**src/rtl/core/bthac_pkg.sv**
```systemverilog
// Shared types, constants and codes of the boundary-tag heap allocator.
package bthac_pkg;

  localparam int unsigned HeapBytesDef = 65536;
  localparam int unsigned AddrSpan     = 65536;
  localparam int unsigned BaW          = 18;   // byte address width
  localparam int unsigned TagW         = 17;   // tag word width
  localparam int unsigned CfgW         = 17;

  localparam logic [TagW-1:0] LimitRst = 17'd65536;
  localparam logic [TagW-1:0] ChunkRst = 17'd4096;
  localparam logic [BaW-1:0]  MinBlock = 18'd16;

  // Configuration register indexes.
  localparam logic CfgHeapLimit = 1'b0;
  localparam logic CfgGrowChunk = 1'b1;

  // Answer codes.
  localparam logic [1:0] StOk   = 2'd0;
  localparam logic [1:0] StNull = 2'd1;
  localparam logic [1:0] StOom  = 2'd2;

  // One access to the tag memory.
  typedef struct packed {
    logic            we;
    logic [BaW-1:0]  addr;
    logic [TagW-1:0] wdata;
  } bthac_mreq_t;

endpackage

```
**src/rtl/core/bthac_agu.sv**
```systemverilog
// Shared address unit: every tag address is base plus span minus a tag offset.
module bthac_agu import bthac_pkg::*; (
  input  logic [BaW-1:0] base_i,
  input  logic [BaW-1:0] span_i,
  input  logic [3:0]     back_i,
  output logic [BaW-1:0] addr_o
);

  // One adder and one subtractor, reused by every state of the sequencer.
  assign addr_o = base_i + span_i - {{(BaW-4){1'b0}}, back_i};

endmodule

```
**config.mk**
```make
export PLATFORM = sky130hd
export DESIGN_NAME = bthac_agu
export DESIGN_NICKNAME = d
export VERILOG_FILES = /design/src/rtl/core/bthac_pkg.sv /design/src/rtl/core/bthac_agu.sv
export SDC_FILE = /design/constraint.sdc
export NUM_CORES = 1
export LEC_CHECK = 0
export BUFFER_PORTS_ARGS = -buffer_cell sky130_fd_sc_hd__buf_2
export CORE_ASPECT_RATIO = 1.4
export CORE_MARGIN = 2
export CORE_UTILIZATION = 50
export DETAILED_ROUTE_END_ITERATION = 6
export PLACE_DENSITY = 0.89
export SYNTH_ARGS = -nofsm -noshare
export SYNTH_HDL_FRONTEND = slang
export SYNTH_SLANG_ARGS = --single-unit
```
**constraint.sdc**
```tcl
create_clock -name vclk -period 4.05
set_input_delay 0.2025 -clock vclk [all_inputs]
set_output_delay 0.2025 -clock vclk [all_outputs]
set_load 0.005 [all_outputs]
```
==> run metrics <==
final-layout clock buffer total=0; post-CTS sizing=0; first-pass iteration count of the detailed router=4; DR iter-0 viols=21; multiplexer share of the synthesized area=0.00690; die width=49.5 um; Final Max Slew Viols=0; Clk pwr share=0; row count=23; Worst path depth=10; Hold Violations, Final=0; switch share=0.531; Worst Hold Class=input pin to output port; crit path cell chain=buf_2 -> inv_1 -> fa_1 -> fa_1 -> nand2b_1 -> a21oi_4 -> o21ai_2 -> o2111a_1 -> or4_1 -> buf_2; CP Launch Type=input pin; initial antenna violation count=0; Leakage=1.08 nW; logic gate share of total power=1.000; GP Congestion=0.784; Final nets=352; commonest non-fill, non-tap cell in the layout=inv_1; hold depth=3; Mapped Cells=~220; Final Cycle Share=0.711; starting density of the core=0.515; Net Count, Synth=294; Final Routed Wirelength=between 2000 and 3000 um; postcts setup bufs=0; Fmax=~350 MHz; Max-Cap Viols=0; Buffers & Inverters on Critical Path=3; critical path peak fanout=5; Power Dens Cells=220 mW/mm^2; synth unique cells=43; io pins=58; cell family with most CP delay=adder cells; share of post-route cells with drive strength above 1=0.233; Die ar.=between 0.003 and 0.004 mm^2; CTS Hold Bufs=0; DR vias=1549; worst-margin pin slew=0.375 ns; vias in the first global route=roughly 1400; register area=0 um^2; critical path's slowest cell=fa_1; Fill cells=between 200 and 300; arrival time at the worst endpoint=2.68 ns; Final min period=2.88 ns; Synth Area in XOR/XNOR=0.0724; core box area=0.00282 mm^2; antenna violation net count after detailed routing=0; synthesis-to-finish area growth=22.1%; critical setup path kind=input pin to output port; first-pass GRT wire length=5150 um; Fin Hold WS=0.694 ns; Multi-input gate area=0.00116 mm^2; WP data required=3.85 ns; Seq Cell Count=0; peak supply drop=0.125 mV; Simple-Gate Fraction of Synth Area=0.127; largest net degree at the start of global routing=10; Synth Area in Compound Gates=0.272; crit-path max cell delay=0.52 ns; Max-slew headroom=0.744; Cell Area, Synth=0.00145 mm^2; Port Buffers=58; final setup TNS=0 ns; Die Height=67.8 um; Vias per Instance=4.96; dpl hpwl=2620 um; Syn Area/Cell=6.63 um^2; P_sw=between 200 and 250 uW; gr usage total=0.180; run status=finished, final reports clean; largest family of logic cells by synthesized area=adder cells; Warnings, synthesis=0; sequential share of power=0; final setup vio count=0; n_diodes=0; sequential area share after synthesis=0; DRC violations left=0; Worst Setup End Kind=output port; commonest non-fill, non-tap cells in the layout=inv_1, buf_2, ha_1; RSZ-0062 raised after global routing=false; WL/cell=9.38 um; adder-cell share of the synthesized area=0.322; grt total ovfl=0; P_int=183 uW
## cell usage after synthesis (2+ instances only)
cell	instances	area, um^2
nor3_1	4	20.0
inv_1	73	274
a21o_1	2	15.0
nand3_1	2	10.0
o211ai_1	5	37.5
o21ai_0	10	50.1
ha_1	31	388
nand2_1	12	45.0
o21a_1	3	22.5
fa_1	4	80.1
xnor2_1	9	78.8
xor2_1	3	26.3
nor2_1	10	37.5
a311oi_1	2	17.5
nand2b_1	4	25.0
a21oi_1	17	85.1
and2_1	2	12.5
## kinds of logic after synthesis
family                     count (synthesis)
muxes                                      1
and+or+nand+nor                           39
adders and majority gates                 35
AOI/OAI and AO/OA                         57
buffers and inverters                     75
xor gates and xnor gates                  12
## cell type report
class,instances,area share
multi-input cells,144,0.655
repair buffers,58,0.164
inverters,73,0.155
well taps,37,0.0261
## stage by stage
| stage | instances | total power [mW] | worst slack, ns | area (um^2) | util |
|---|---|---|---|---|---|
| 2_1_floorplan | 219 | 0.270 | 1.47 | 1450 | - |
| 3_5_place_dp | 312 | 0.388 | 1.18 | 1770 | 0.628 |
| 5_1_grt | 312 | 0.444 | 0.990 | 1770 | 0.628 |
| 4_1_cts | 312 | 0.391 | 1.16 | 1770 | 0.628 |
| 6_report | 312 | 0.389 | 1.17 | 1770 | 0.628 |
| 3_3_place_gp | 312 | 0.379 | 1.20 | 1770 | 0.628 |
## power by group through the flow
stage / clock network [mW] / logic [mW] / registers (mW)
final: 0 / 0.389 / 0
after global routing: 0 / 0.444 / 0
after CTS: 0 / 0.391 / 0
after detailed placement: 0 / 0.388 / 0
after global placement: 0 / 0.379 / 0
after floorplan: 0 / 0.270 / 0
## worst paths after layout
check	start	to	slack, ns
worst min-delay path	base_i[0]	addr_o[0]	0.69
worst max-delay path	base_i[1]	addr_o[16]	1.17
## metal layers
metal,global-route usage,vias to the layer above,share of wire,wire length (um)
li1,-,828,-,-
met1,0.186,679,0.41,1190
met2,0.405,42,0.55,1600
met3,0.0111,0,0.044,129
met4,0,0,0,0
met5,0,-,0,0
Note: power is estimated with default switching activity, not from simulation.
